## src/owt_pkg.sv

```systemverilog
// owt_pkg: shared types and constants for the 1-wire temperature read sequencer
// used by owt_core and by the top level onewire_temperature_read_sequencer
package owt_pkg;

    localparam int TIMER_W = 20;
    localparam int TEMP_W  = 16;

    // rom / function commands
    localparam logic [7:0] CMD_SKIP_ROM = 8'hCC;
    localparam logic [7:0] CMD_CONVERT  = 8'h44;
    localparam logic [7:0] CMD_READ_SP  = 8'hBE;

    // reset pulse timing, in ticks
    localparam int RST_SAMPLE_TICKS = 2;
    localparam int RST_MAX_TRIES    = 124;
    localparam int RST_LOW_TICKS    = 492;
    localparam int RST_REL_TICKS    = 40;
    localparam int RST_REC_TICKS    = 420;

    // write and read slot timing, in ticks
    localparam int WR_ONE_LOW    = 5;
    localparam int WR_ZERO_LOW   = 55;
    localparam int WR_SLOT_TICKS = 60;
    localparam int RD_LOW_TICKS  = 3;
    localparam int RD_SAMPLE_AT  = 12;
    localparam int RD_SLOT_TICKS = 66;

    // result of one tick
    typedef struct packed {
        logic               drive_low;
        logic               busy;
        logic               done;
        logic               present;
        logic signed [15:0] temperature;
    } owt_res_t;

endpackage

```

## src/owt_core.sv

```systemverilog
// owt_core: sequencer state and the one-tick step logic of the 1-wire master
// depends on owt_pkg for timing constants, commands and the result struct
module owt_core #(
    parameter int SCRATCH_BYTES = 9
) (
    input  logic                          clk,
    input  logic                          rst_n,
    input  logic                          step_en,
    input  logic                          start_req,
    input  logic                          line_level,
    input  logic [owt_pkg::TIMER_W-1:0]   conversion_wait,
    output owt_pkg::owt_res_t             res
);
    import owt_pkg::*;

    localparam int BC_W = $clog2(SCRATCH_BYTES + 1);

    localparam logic [3:0] PH_IDLE       = 4'd0;
    localparam logic [3:0] PH_WAKE_RST   = 4'd1;
    localparam logic [3:0] PH_CONV_RST   = 4'd2;
    localparam logic [3:0] PH_WR_SKIP1   = 4'd3;
    localparam logic [3:0] PH_WR_CONVERT = 4'd4;
    localparam logic [3:0] PH_CONV_WAIT  = 4'd5;
    localparam logic [3:0] PH_READ_RST   = 4'd6;
    localparam logic [3:0] PH_WR_SKIP2   = 4'd7;
    localparam logic [3:0] PH_WR_READSP  = 4'd8;
    localparam logic [3:0] PH_RD_BYTES   = 4'd9;

    localparam logic [1:0] RS_WAIT = 2'd0;
    localparam logic [1:0] RS_LOW  = 2'd1;
    localparam logic [1:0] RS_REL  = 2'd2;
    localparam logic [1:0] RS_REC  = 2'd3;

    logic [3:0]         phase_reg,       phase_next;
    logic [TIMER_W-1:0] tick_timer_reg,  tick_timer_next;
    logic [2:0]         bit_pos_reg,     bit_pos_next;
    logic [BC_W-1:0]    byte_count_reg,  byte_count_next;
    logic [7:0]         shift_byte_reg,  shift_byte_next;
    logic [6:0]         tries_reg,       tries_next;
    logic               woken_reg,       woken_next;
    logic               present_reg,     present_next;
    logic [7:0]         low_byte_reg,    low_byte_next;
    logic [TEMP_W-1:0]  reading_reg,     reading_next;
    logic [1:0]         rst_sub_reg,     rst_sub_next;
    logic               rst_seen_reg,    rst_seen_next;
    logic               drive;
    logic               done;

    always_comb
    begin
        logic [TIMER_W-1:0] t1;
        logic [6:0]         tries_inc;
        logic [7:0]         cmd;
        logic               one_bit;
        logic               rst_fin;
        logic               wr_fin;
        logic [7:0]         shift_cur;
        logic [BC_W-1:0]    bc_inc;

        phase_next      = phase_reg;
        tick_timer_next = tick_timer_reg;
        bit_pos_next    = bit_pos_reg;
        byte_count_next = byte_count_reg;
        shift_byte_next = shift_byte_reg;
        tries_next      = tries_reg;
        woken_next      = woken_reg;
        present_next    = present_reg;
        low_byte_next   = low_byte_reg;
        reading_next    = reading_reg;
        rst_sub_next    = rst_sub_reg;
        rst_seen_next   = rst_seen_reg;
        drive           = 1'b0;
        done            = 1'b0;

        t1        = tick_timer_reg + 1'b1;
        tries_inc = tries_reg + 1'b1;
        rst_fin   = 1'b0;
        wr_fin    = 1'b0;
        shift_cur = shift_byte_reg;
        bc_inc    = byte_count_reg + 1'b1;

        // reset pulse sub-sequence
        tick_timer_next = t1;
        case (rst_sub_reg)
            RS_WAIT:
            begin
                if (t1 >= TIMER_W'(RST_SAMPLE_TICKS))
                begin
                    tick_timer_next = '0;
                    if (line_level)
                    begin
                        tries_next   = '0;
                        rst_sub_next = RS_LOW;
                    end
                    else if (tries_inc >= 7'(RST_MAX_TRIES))
                    begin
                        tries_next    = '0;
                        rst_seen_next = 1'b0;
                        rst_fin       = 1'b1;
                    end
                    else
                    begin
                        tries_next = tries_inc;
                    end
                end
            end
            RS_LOW:
            begin
                if (t1 >= TIMER_W'(RST_LOW_TICKS))
                begin
                    tick_timer_next = '0;
                    rst_sub_next    = RS_REL;
                end
            end
            RS_REL:
            begin
                if (t1 >= TIMER_W'(RST_REL_TICKS))
                begin
                    tick_timer_next = '0;
                    rst_seen_next   = ~line_level;
                    rst_sub_next    = RS_REC;
                end
            end
            default:
            begin
                if (t1 >= TIMER_W'(RST_REC_TICKS))
                begin
                    tick_timer_next = '0;
                    rst_fin         = 1'b1;
                end
            end
        endcase

        // reset values above apply only in reset phases
        if (!(phase_reg == PH_WAKE_RST || phase_reg == PH_CONV_RST ||
              phase_reg == PH_READ_RST))
        begin
            tick_timer_next = tick_timer_reg;
            tries_next      = tries_reg;
            rst_sub_next    = rst_sub_reg;
            rst_seen_next   = rst_seen_reg;
            rst_fin         = 1'b0;
        end

        case (phase_reg)
            PH_WR_CONVERT: cmd = CMD_CONVERT;
            PH_WR_READSP:  cmd = CMD_READ_SP;
            default:       cmd = CMD_SKIP_ROM;
        endcase
        one_bit = cmd[bit_pos_reg];

        case (phase_reg)
            PH_IDLE:
            begin
                if (start_req)
                begin
                    phase_next      = woken_reg ? PH_CONV_RST : PH_WAKE_RST;
                    rst_sub_next    = RS_WAIT;
                    rst_seen_next   = 1'b0;
                    tick_timer_next = '0;
                    tries_next      = '0;
                end
            end
            PH_WAKE_RST, PH_CONV_RST, PH_READ_RST:
            begin
                drive = (rst_sub_reg == RS_LOW);
                if (rst_fin)
                begin
                    if (phase_reg == PH_WAKE_RST)
                    begin
                        woken_next      = 1'b1;
                        phase_next      = PH_CONV_RST;
                        rst_sub_next    = RS_WAIT;
                        rst_seen_next   = 1'b0;
                        tick_timer_next = '0;
                        tries_next      = '0;
                    end
                    else
                    begin
                        if (phase_reg == PH_CONV_RST)
                        begin
                            present_next = rst_seen_next;
                            phase_next   = PH_WR_SKIP1;
                        end
                        else
                        begin
                            phase_next = PH_WR_SKIP2;
                        end
                        tick_timer_next = '0;
                        bit_pos_next    = '0;
                    end
                end
            end
            PH_WR_SKIP1, PH_WR_CONVERT, PH_WR_SKIP2, PH_WR_READSP:
            begin
                drive = one_bit ? (tick_timer_reg < TIMER_W'(WR_ONE_LOW))
                                : (tick_timer_reg < TIMER_W'(WR_ZERO_LOW));
                tick_timer_next = t1;
                if (t1 >= TIMER_W'(WR_SLOT_TICKS))
                begin
                    tick_timer_next = '0;
                    if (bit_pos_reg == 3'd7)
                    begin
                        bit_pos_next = '0;
                        wr_fin       = 1'b1;
                    end
                    else
                    begin
                        bit_pos_next = bit_pos_reg + 1'b1;
                    end
                end
                if (wr_fin)
                begin
                    case (phase_reg)
                        PH_WR_SKIP1:
                        begin
                            phase_next = PH_WR_CONVERT;
                        end
                        PH_WR_SKIP2:
                        begin
                            phase_next = PH_WR_READSP;
                        end
                        PH_WR_READSP:
                        begin
                            phase_next      = PH_RD_BYTES;
                            byte_count_next = '0;
                            shift_byte_next = '0;
                        end
                        default:
                        begin
                            // end of convert command
                            if (!present_reg)
                            begin
                                phase_next = PH_IDLE;
                                done       = 1'b1;
                            end
                            else if (conversion_wait == '0)
                            begin
                                phase_next    = PH_READ_RST;
                                rst_sub_next  = RS_WAIT;
                                rst_seen_next = 1'b0;
                                tries_next    = '0;
                            end
                            else
                            begin
                                phase_next = PH_CONV_WAIT;
                            end
                        end
                    endcase
                end
            end
            PH_CONV_WAIT:
            begin
                tick_timer_next = t1;
                if (t1 >= conversion_wait)
                begin
                    phase_next      = PH_READ_RST;
                    rst_sub_next    = RS_WAIT;
                    rst_seen_next   = 1'b0;
                    tick_timer_next = '0;
                    tries_next      = '0;
                end
            end
            PH_RD_BYTES:
            begin
                drive = (tick_timer_reg < TIMER_W'(RD_LOW_TICKS));
                if (tick_timer_reg == TIMER_W'(RD_SAMPLE_AT) && line_level)
                begin
                    shift_cur[bit_pos_reg] = 1'b1;
                end
                shift_byte_next = shift_cur;
                tick_timer_next = t1;
                if (t1 >= TIMER_W'(RD_SLOT_TICKS))
                begin
                    tick_timer_next = '0;
                    if (bit_pos_reg != 3'd7)
                    begin
                        bit_pos_next = bit_pos_reg + 1'b1;
                    end
                    else
                    begin
                        bit_pos_next = '0;
                        if (byte_count_reg == '0)
                        begin
                            low_byte_next = shift_cur;
                        end
                        else if (byte_count_reg == BC_W'(1))
                        begin
                            reading_next = {shift_cur, low_byte_reg};
                        end
                        shift_byte_next = '0;
                        byte_count_next = bc_inc;
                        if (bc_inc >= BC_W'(SCRATCH_BYTES))
                        begin
                            phase_next = PH_IDLE;
                            done       = 1'b1;
                        end
                    end
                end
            end
            default:
            begin
                phase_next      = PH_IDLE;
                tick_timer_next = '0;
            end
        endcase
    end

    always_ff @(posedge clk or negedge rst_n)
    begin
        if (!rst_n)
        begin
            phase_reg      <= PH_IDLE;
            tick_timer_reg <= '0;
            bit_pos_reg    <= '0;
            byte_count_reg <= '0;
            shift_byte_reg <= '0;
            tries_reg      <= '0;
            woken_reg      <= 1'b0;
            present_reg    <= 1'b0;
            low_byte_reg   <= '0;
            reading_reg    <= '0;
            rst_sub_reg    <= RS_WAIT;
            rst_seen_reg   <= 1'b0;
        end
        else if (step_en)
        begin
            phase_reg      <= phase_next;
            tick_timer_reg <= tick_timer_next;
            bit_pos_reg    <= bit_pos_next;
            byte_count_reg <= byte_count_next;
            shift_byte_reg <= shift_byte_next;
            tries_reg      <= tries_next;
            woken_reg      <= woken_next;
            present_reg    <= present_next;
            low_byte_reg   <= low_byte_next;
            reading_reg    <= reading_next;
            rst_sub_reg    <= rst_sub_next;
            rst_seen_reg   <= rst_seen_next;
        end
    end

    assign res.drive_low   = drive;
    assign res.busy        = (phase_next != PH_IDLE);
    assign res.done        = done;
    assign res.present     = present_next;
    assign res.temperature = signed'(reading_next);

    a_idle_holds: assert property (@(posedge clk) disable iff (!rst_n)
        step_en && phase_reg == PH_IDLE && !start_req |=> phase_reg == PH_IDLE)
        else $error("idle left without a start");

    a_no_drive_quiet: assert property (@(posedge clk) disable iff (!rst_n)
        phase_reg == PH_IDLE || phase_reg == PH_CONV_WAIT |-> !res.drive_low)
        else $error("bus driven while idle or waiting for conversion");

    a_done_to_idle: assert property (@(posedge clk) disable iff (!rst_n)
        step_en && res.done |=> phase_reg == PH_IDLE)
        else $error("done without return to idle");

    a_hold_on_stall: assert property (@(posedge clk) disable iff (!rst_n)
        !step_en |=> $stable(phase_reg) && $stable(tick_timer_reg))
        else $error("sequencer state moved without a tick");

endmodule

```

## src/onewire_temperature_read_sequencer.sv

```systemverilog
// onewire_temperature_read_sequencer: top level of the 1-wire temperature reader
// holds the input, output and conversion_wait registers; uses owt_pkg and owt_core
//
// channel   signals                                   direction
// in        in_valid, in_stall, start_req, line_level  tick request in
// out       out_valid, out_stall, drive_low, busy_res,  result out
//           done_res, sensor_present, temperature
// cfg       cfg_wr_en, cfg_wr_data                      conversion_wait write
//
// one request per clock while in_stall is low; its result is registered once the output is open
// the step logic sits between the input register and the result register
// reset clears the sequencer to idle, conversion_wait to 800000, no wake-up done
// out_stall holds the result register and backs up to in_stall in the same cycle
module onewire_temperature_read_sequencer #(
    parameter int SCRATCH_BYTES = 9
) (
    input  logic                        clk,
    input  logic                        rst_n,
    input  logic                        in_valid,
    output logic                        in_stall,
    input  logic                        start_req,
    input  logic                        line_level,
    output logic                        out_valid,
    input  logic                        out_stall,
    output logic                        drive_low,
    output logic                        busy_res,
    output logic                        done_res,
    output logic                        sensor_present,
    output logic signed [15:0]          temperature,
    input  logic                        cfg_wr_en,
    input  logic [owt_pkg::TIMER_W-1:0] cfg_wr_data
);
    import owt_pkg::*;

    localparam logic [TIMER_W-1:0] CONV_WAIT_RESET = TIMER_W'(800000);

    logic               in_valid_reg;
    logic               start_reg;
    logic               line_reg;
    logic               out_valid_reg;
    owt_res_t           out_reg;
    logic [TIMER_W-1:0] conv_wait_reg;
    owt_res_t           step_res;
    logic               out_open;
    logic               step_en;

    assign out_open = !out_valid_reg || !out_stall;
    assign step_en  = in_valid_reg && out_open;
    assign in_stall = in_valid_reg && !out_open;

    always_ff @(posedge clk or negedge rst_n)
    begin
        if (!rst_n)
        begin
            in_valid_reg  <= 1'b0;
            out_valid_reg <= 1'b0;
            conv_wait_reg <= CONV_WAIT_RESET;
        end
        else
        begin
            if (!in_stall)
            begin
                in_valid_reg <= in_valid;
            end
            if (out_open)
            begin
                out_valid_reg <= in_valid_reg;
            end
            if (cfg_wr_en)
            begin
                conv_wait_reg <= cfg_wr_data;
            end
        end
    end

    // payload registers
    always_ff @(posedge clk)
    begin
        if (!in_stall && in_valid)
        begin
            start_reg <= start_req;
            line_reg  <= line_level;
        end
        if (step_en)
        begin
            out_reg <= step_res;
        end
    end

    owt_core #(
        .SCRATCH_BYTES (SCRATCH_BYTES)
    ) u_core (
        .clk             (clk),
        .rst_n           (rst_n),
        .step_en         (step_en),
        .start_req       (start_reg),
        .line_level      (line_reg),
        .conversion_wait (conv_wait_reg),
        .res             (step_res)
    );

    assign out_valid      = out_valid_reg;
    assign drive_low      = out_reg.drive_low;
    assign busy_res       = out_reg.busy;
    assign done_res       = out_reg.done;
    assign sensor_present = out_reg.present;
    assign temperature    = out_reg.temperature;

endmodule

```

## config.mk

```make
export PLATFORM = sky130hd
export DESIGN_NAME = onewire_temperature_read_sequencer
export DESIGN_NICKNAME = d
export VERILOG_FILES = /design/src/owt_pkg.sv /design/src/owt_core.sv /design/src/onewire_temperature_read_sequencer.sv
export SDC_FILE = /design/constraint.sdc
export NUM_CORES = 1
export LEC_CHECK = 0
export ABC_AREA = 1
export BUFFER_PORTS_ARGS = -buffer_cell sky130_fd_sc_hd__buf_4
export CORE_MARGIN = 3
export CORE_UTILIZATION = 53
export DETAILED_ROUTE_END_ITERATION = 8
export PLACE_DENSITY = 0.71
export SYNTH_ARGS = -nofsm -noshare
export SYNTH_HDL_FRONTEND = slang
export SYNTH_SLANG_ARGS = --single-unit
```

## constraint.sdc

```tcl
create_clock -name clk -period 7.9 [get_ports clk]
set_input_delay 1.185 -clock clk [delete_from_list [all_inputs] [get_ports clk]]
set_output_delay 1.185 -clock clk [all_outputs]
set_load 0.05 [all_outputs]
```

# ---- Word-level counts from Yosys, hierarchy flattened
# Index checks and enable logic that the tools add are counted.
dict set report word_totals {
  regBits 119
  latch_bits 0
  mem_bits_rw 0
  romBits 0
  memories 0
}
dict set report op_classes {
  add_sub_neg 4
  mul 0
  n_div 0
  magnitude_cmp 14
  n_eq_ne 22
  shifts 0
  muxes 120
  bitwise 3
  n_reduce_logical 28
}
# cell count
set op_table {}
lappend op_table {{$mux 20} 10}
lappend op_table {{$pmux 20 s5} 1}
lappend op_table {{$mux 7} 13}
lappend op_table {{$mux 16} 5}
lappend op_table {{$pmux 20 s3} 1}
lappend op_table {{$mux 4} 13}
lappend op_table {{$ge 20x6->1 const B} 2}
lappend op_table {{$ge 20x9->1 const B} 2}
lappend op_table {{$mux 8} 5}
lappend op_table {{$mux 1} 34}
lappend op_table {{$pmux 8 s2} 2}
lappend op_table {{$mux 2} 15}
lappend op_table {{$pmux 7 s4} 1}
lappend op_table {{$mux 3} 7}
lappend op_table {{$add 20x1->20 const B} 1}
lappend op_table {{$eq 20x4->1 const B} 1}
lappend op_table {{$ge 20x2->1 const B} 1}
lappend op_table {{$ge 20x20->1} 1}
lappend op_table {{$ge 20x7->1 const B} 1}
lappend op_table {{$logic_not 20->1} 1}
lappend op_table {{$lt 20x2->1 const B} 1}
lappend op_table {{$lt 20x3->1 const B} 1}
lappend op_table {{$lt 20x6->1 const B} 1}
lappend op_table {{$pmux 4 s5} 1}
lappend op_table {{43 further kinds} 70}

# ---- Depth between registers and ports, before layout
# Gate-level depths: netlist of the first run.
dict set report depth {
  depth_word 12
  depth_mapped 22
}

# ---- Hierarchy
# From an unflattened synthesis of the first run, not the netlist that was laid out.
dict set report unflattened {
  cells_unflattened 1148
  hier_area_um2 8020.2
}
# mod n_inst cells_each area_each_um2 seq_area_each_um2
set modules_own_cells {}
lappend modules_own_cells {owt_core 1 1030 6491.2 1876.8}
lappend modules_own_cells {onewire_temperature_read_sequencer 1 118 1529.0 1218.7}

# ---- Least setup slack after synthesis of the first run
# No wires, ideal clock.
dict set report synth_path {
  path_kind {in2out}
  start {in out_stall}
  end {out in_stall}
  arrival_ns 1.944
  required_ns 6.715
  slack_ns 4.771
  stages 2
  path_cell_list {nand2_1 nor2_1}
}
dict set report synth_via {
  elab_chain_cells 4
}
# item line_no
set synth_rtl {}
lappend synth_rtl {{from (decl)} onewire_temperature_read_sequencer.sv:24} ;# input logic out_stall,
lappend synth_rtl {{$logic_not 1->1} onewire_temperature_read_sequencer.sv:47} ;# assign out_open = !out_valid_reg || !out_stall;
lappend synth_rtl {{$logic_or 1x1->1} onewire_temperature_read_sequencer.sv:47}
lappend synth_rtl {{$logic_not 1->1} onewire_temperature_read_sequencer.sv:49} ;# assign in_stall = in_valid_reg && !out_open;
lappend synth_rtl {{$logic_and 1x1->1} onewire_temperature_read_sequencer.sv:49}
lappend synth_rtl {{to (decl)} onewire_temperature_read_sequencer.sv:20} ;# output logic in_stall,
# No other way between the ends.

# ---- Worst setup path in the final report of the first run
dict set report layout_path {
  start {in out_stall}
  end {reg u_core.byte_count_reg[2]}
}
dict set report layout_via {
  elab_chain_cells 4
}
# item line_no
set layout_rtl {}
lappend layout_rtl {{$logic_not 1->1} onewire_temperature_read_sequencer.sv:47}
lappend layout_rtl {{$logic_or 1x1->1} onewire_temperature_read_sequencer.sv:47}
lappend layout_rtl {{$logic_and 1x1->1} onewire_temperature_read_sequencer.sv:48} ;# assign step_en = in_valid_reg && out_open;
lappend layout_rtl {{$reduce_and 6->1 (no source line)} n/a}
lappend layout_rtl {{to (signal assigned)} owt_core.sv:331} ;# byte_count_reg <= byte_count_next;
lappend layout_rtl {{to (decl)} owt_core.sv:37} ;# logic [BC_W-1:0] byte_count_reg, byte_count_next;
# No other way between the ends.
# A chain may end at the register's enable or synchronous reset.

==> metrics.txt, run 1 <==
post-synthesis net count=1148; fin crit share=46.4%; Hold Fails Final Rpt=0; pwr dens=359 nW/um2; largest net degree at the start of global routing=72; Max clock buf depth=2; share of cells above drive strength 1=13.6%; Row Count=43; wirelength, routed=19500 um; Pleak=4.55 nW; minimum clock period=3.67 ns; Final #Nets=1187; Synth top area share=28.9%; reg2reg path depth=18; DP Area=8340 um2; DR vias/cell=5.50; critical setup path kind=in2reg; die span in x=128 um; # clock sinks=119; Syn Inst Count=1094; measured slew at the worst slew-check pin=0.975 ns; f_max=0.273 GHz; Reg area=3100 um2; P_sw=1.47 mW; TritonCTS clock tree=yes; commonest non-fill, non-tap cell in the layout=nand2_1; post-CTS setup buffer count=0; register area share after synthesis=39.3%; Critical Path Fanout Max=66; fin. max-slew vios=0; Hold Buf Count CTS=0; initial antenna violation count=0; global-route wire length before repair=32900 um; status=completed; relative slew slack=34.5%; Multi-input gate area=4050 um2; drt first-iter violations=702; synthesized area per cell=7.19 um2; final instance area=8940 um2; dominant cell type by area after synthesis=dfrtp_1; fin cells=1326; Seq cells post-synth=119; reg2reg start=u_core.tick_timer_reg[0]; area delta synth->final=13.7%; fraction of registers with async set/reset=81.5%; RR Endpoint=busy_res; CP Launch Type=primary input; Num CTS Buffers=17; EDFF count, synth=22; worst endpoint required time=8.25 ns; peak supply drop=213 uV; clock share of power=24.9%; number of global-route vias before repair=6832; min-delay src=u_core.rst_seen_reg; aggregate global-route resource usage=25.0%; commonest cells after routing, fill and taps aside=nand2_1, inv_1, o21ai_0, dfrtp_1, nor2_1; DRC Markers=0; total power draw=3.21 mW; HPWL Detailed=13600 um; # diodes=0; Setup Skew=0.00972 ns; hold depth=2; WHS=0.494 ns; die footprint=16300 um2; Mapped Area=7870 um2; gpl congestion=0.882; Setup WS pre-CTS=3.78 ns; Syn. warnings=0; core area=14200 um2; Cell Int Power=1.73 mW; CP Capture Type=flip-flop; Worst-path clk slew=0.06 ns; endpoints failing setup=0; Arr. time, crit path=4.02 ns; TNS Setup=0 ns; combinational power share=45.4%; sequential power share=29.7%; Finished Core Util=63.0%; FF-to-FF setup slack=4.31 ns; Final WS setup=4.23 ns; antenna-violating nets left=0; Hold EP=u_core.rst_seen_reg; Initial Util=55.4%; RSZ-0062 raised after global routing=no; DR vias=7287; Die Ht=128 um; placed insts=1294; IO Port Bufs=48; H-tree lvl count=4; Distinct cells, synth=48; routed length per instance=14.7 um; Hold/Removal Path Class=reg2reg; max cap viols=0; Layout fillers=1293; Sw Ratio=46.0%; Worst-Skew Late Latency=0.43 ns; ys flop type=dfrtp_1; top cells by area, synth=dfrtp_1, nand2_1, edfxtp_1, inv_1, o21ai_0; DRT Pass-1 Iters=5; total gr overflow=0; IO Pins=49; clk root buf=clkbuf_16; CTS resizes=0
## how the worst max path moves through the flow
stage	startpoint	end	cells after the start
after floorplan	out_stall	in_stall	2
after global placement	out_stall	u_core.byte_count_reg[3]	14
after detailed placement	out_stall	u_core.byte_count_reg[2]	14
after CTS	out_stall	u_core.byte_count_reg[2]	14
after global routing	out_stall	u_core.byte_count_reg[1]	14
final	out_stall	u_core.byte_count_reg[2]	14
## power by group through the flow
stage | clock (mW) | combinational (mW) | sequential [mW]
floorplan | 0 | 1.02 | 0.996
global placement | 0 | 1.41 | 0.953
detailed placement | 0 | 1.43 | 0.953
CTS | 0.808 | 1.44 | 0.948
global route | 0.840 | 1.65 | 0.974
finish | 0.798 | 1.45 | 0.954
## cells by family (layout without fill, tap and decap cells)
logic type	after synthesis	in the layout	synth area share, %
flops	119	119	39.3
mux	7	7	1.00
xor+xnor	6	6	0.668
fa+ha+maj	27	27	4.29
buf+inv	186	238	9.25
compound gates	185	185	12.7
simple gates	564	564	32.8
## area by class of cell
class / count / share of cell area (%)
inverter: 154 / 6.46
clock inverter: 14 / 1.93
multi-input combinational: 789 / 45.3
sequential: 119 / 34.6
tap: 180 / 2.52
clock buffer: 18 / 4.80
timing repair buffer: 52 / 4.36
## worst max-delay path, cell delays in order
cell and delay [ns]:
buf_4 0.11, nand2_1 0.08, inv_1 0.07, nor2_4 0.07, buf_4 0.58, inv_1 0.52
buf_4 0.41, a211oi_1 0.26, nand2_1 0.09, inv_2 0.13, nand2_2 0.07, inv_2 0.22
nand2_1 0.09, a21oi_1 0.13
## synth_stat cells (6+ instances only)
master,number
mux2_2,7
o21ai_0,106
nor4_1,6
nand3_1,70
nand2_2,12
ha_1,27
nand2_1,315
dfstp_2,6
inv_2,9
clkbuf_1,20
inv_1,145
o21bai_1,6
edfxtp_1,22
nor2_4,8
nand4_1,35
nor3_1,13
nor2_1,79
a21oi_1,15
dfrtp_1,91
o21ai_1,39
buf_2,6
nand3_2,7
## per-layer routing
metal  wire length, um  global-route usage [%]
met5                 0                       0
met4               541                    8.99
met3              1210                    5.67
met2              8590                    37.4
met1              9180                    35.8
Power figures use the tool's default switching activity.
==> run 2, diff against run 1 <==
--- a/config.mk
+++ b/config.mk
@@ -10,7 +10,7 @@
 export CORE_MARGIN = 3
 export CORE_UTILIZATION = 53
 export DETAILED_ROUTE_END_ITERATION = 8
-export PLACE_DENSITY = 0.71
+export PLACE_DENSITY = 0.74
 export SYNTH_ARGS = -nofsm -noshare
 export SYNTH_HDL_FRONTEND = slang
 export SYNTH_SLANG_ARGS = --single-unit
==> constraint.sdc (replaced) <==
create_clock -name clk -period 3.2 [get_ports clk]
set_input_delay 0.48 -clock clk [delete_from_list [all_inputs] [get_ports clk]]
set_output_delay 0.48 -clock clk [all_outputs]
set_load 0.05 [all_outputs]
==> run 2 against run 1 <==
Cell count rose by 3.1%. Clock power rose to 2.6 times the previous value. Largest power group unchanged. Critical path type is now reg2reg. Critical endpoint is now u_core.tick_timer_reg[15]. Critical path depth rose by 8. Sequential share of layout area fell by 1.5 points. Clock skew fell by 0.0016 ns. Worst hold slack got worse by 0.43 ns. Global-route usage rose by 1.3 points. Largest cell class unchanged.
==> metrics.txt, run 2 (synthesized netlist as in run 1, its figures left out) <==
status=completed; endpoints failing setup=0; drt first-iter violations=765; DRC Markers=0; Layout fillers=1245; Hold/Removal Path Class=in2async; fin. max-slew vios=0; placed insts=1318; Arr. time, crit path=3.30 ns; area delta synth->final=19.1%; Finished Core Util=66.0%; CP Capture Type=flip-flop; DRT Pass-1 Iters=5; DR vias=7614; Critical Path End=u_core.tick_timer_reg[15]; routed length per instance=15.3 um; Worst-Skew Late Latency=0.43 ns; Num CTS Buffers=17; total power draw=8.34 mW; worst endpoint required time=3.48 ns; peak supply drop=513 uV; relative slew slack=43.7%; TritonCTS clock tree=yes; Hold Buf Count CTS=0; reg2reg start=u_core.tick_timer_reg[2]; Final WS setup=0.181 ns; RSZ-0062 raised after global routing=yes; die span in x=128 um; FF-to-FF setup slack=0.18 ns; # diodes=0; Final #Nets=1228; final instance area=9380 um2; RR Endpoint=u_core.tick_timer_reg[15]; Worst-path clk slew=0.06 ns; commonest non-fill, non-tap cell in the layout=nand2_1; Row Count=43; Pleak=4.77 nW; Critical Path Fanout Max=13; H-tree lvl count=4; Setup Skew=0.00816 ns; total gr overflow=0; IO Port Bufs=48; global-route wire length before repair=34500 um; Die Ht=128 um; clk root buf=clkbuf_16; fin crit share=94.4%; Initial Util=55.4%; commonest cells after routing, fill and taps aside=nand2_1, inv_1, o21ai_0, buf_4, dfrtp_1; share of cells above drive strength 1=18.7%; gpl congestion=0.962; HPWL Detailed=14600 um; DR vias/cell=5.57; die footprint=16300 um2; antenna-violating nets left=0; aggregate global-route resource usage=26.3%; measured slew at the worst slew-check pin=0.842 ns; max cap viols=0; fin cells=1367; Setup WS pre-CTS=-0.0984 ns; Hold Fails Final Rpt=0; largest net degree at the start of global routing=66; wirelength, routed=20900 um; IO Pins=49; core area=14200 um2; crit path from=u_core.tick_timer_reg[2]; pwr dens=889 nW/um2; CP Launch Type=flip-flop; # clock sinks=119; minimum clock period=3.02 ns; number of global-route vias before repair=7070; Max clock buf depth=2; f_max=0.331 GHz; initial antenna violation count=0; DP Area=8530 um2; critical setup path kind=reg2reg; reg2reg path depth=22
[run 2: worst min-delay path by stage]
stage                        startpoint               endpoint  slack [ns]  cells after the start
finish                            rst_n  u_core.rst_sub_reg[0]        0.06                      1
global route                      rst_n  u_core.rst_sub_reg[0]        0.10                      1
CTS                               rst_n  u_core.rst_sub_reg[0]        0.08                      1
detailed placement  u_core.rst_seen_reg    u_core.rst_seen_reg        0.46                      2
global placement    u_core.rst_seen_reg    u_core.rst_seen_reg        0.46                      2
floorplan                         rst_n       conv_wait_reg[0]        0.18                      0
[run 2: stage by stage]
| stage | hold slack, ns | setup TNS (ns) |
|---|---|---|
| 2_1_floorplan | 0.184 | 0 |
| 3_3_place_gp | 0.463 | 0 |
| 3_5_place_dp | 0.465 | -0.966 |
| 4_1_cts | 0.0784 | 0 |
| 5_1_grt | 0.101 | -0.303 |
| 6_report | 0.0599 | 0 |
[run 2: layout make-up]
class	instances	area, um2	share of cell area, %
Inverter	154	579	6.18
Multi-Input combinational cell	789	4110	43.8
Clock buffer	18	439	4.68
Tap cell	180	225	2.40
Timing Repair Buffer	93	727	7.75
Clock inverter	14	188	2.00
Sequential cell	119	3110	33.1
[run 2: per-layer routing]
layer	up-vias	wire length, um	global-route usage (%)
met4	0	507	9.24
met3	39	1340	5.63
li1	3750	-	-
met5	-	0	0
met1	3541	9130	35.8
met2	284	9930	41.8
[run 2: critical path: stages (launching register included)]
cell,delay (ns)
dfrtp_2,0.42
nand2_2,0.09
nor2_4,0.29
nand2_4,0.13
nor2_4,0.12
nand3_1,0.09
nand2_2,0.10
inv_1,0.07
ha_1,0.29
nand3_1,0.11
nor2_2,0.15
buf_4,0.14
nand2_1,0.04
nor2_1,0.08
nor2_1,0.05
nand4_1,0.08
buf_6,0.14
nand2_4,0.07
buf_12,0.14
nand2_1,0.07
nand2_1,0.05
nand2_1,0.05
o21ai_0,0.09
[run 2: power by group]
| group | internal (mW) | switching, mW |
|---|---|---|
| logic | 1.30 | 2.66 |
| clock network | 1.27 | 0.785 |
| registers | 1.97 | 0.357 |
| total | 4.54 | 3.80 |
[run 2: what timing repair did]
item | in CTS | in global routing
setup buffers | 3 | 14
resized for setup | 1 | 28
setup endpoints to repair | 24 | 44
pin swaps | 1 | 11
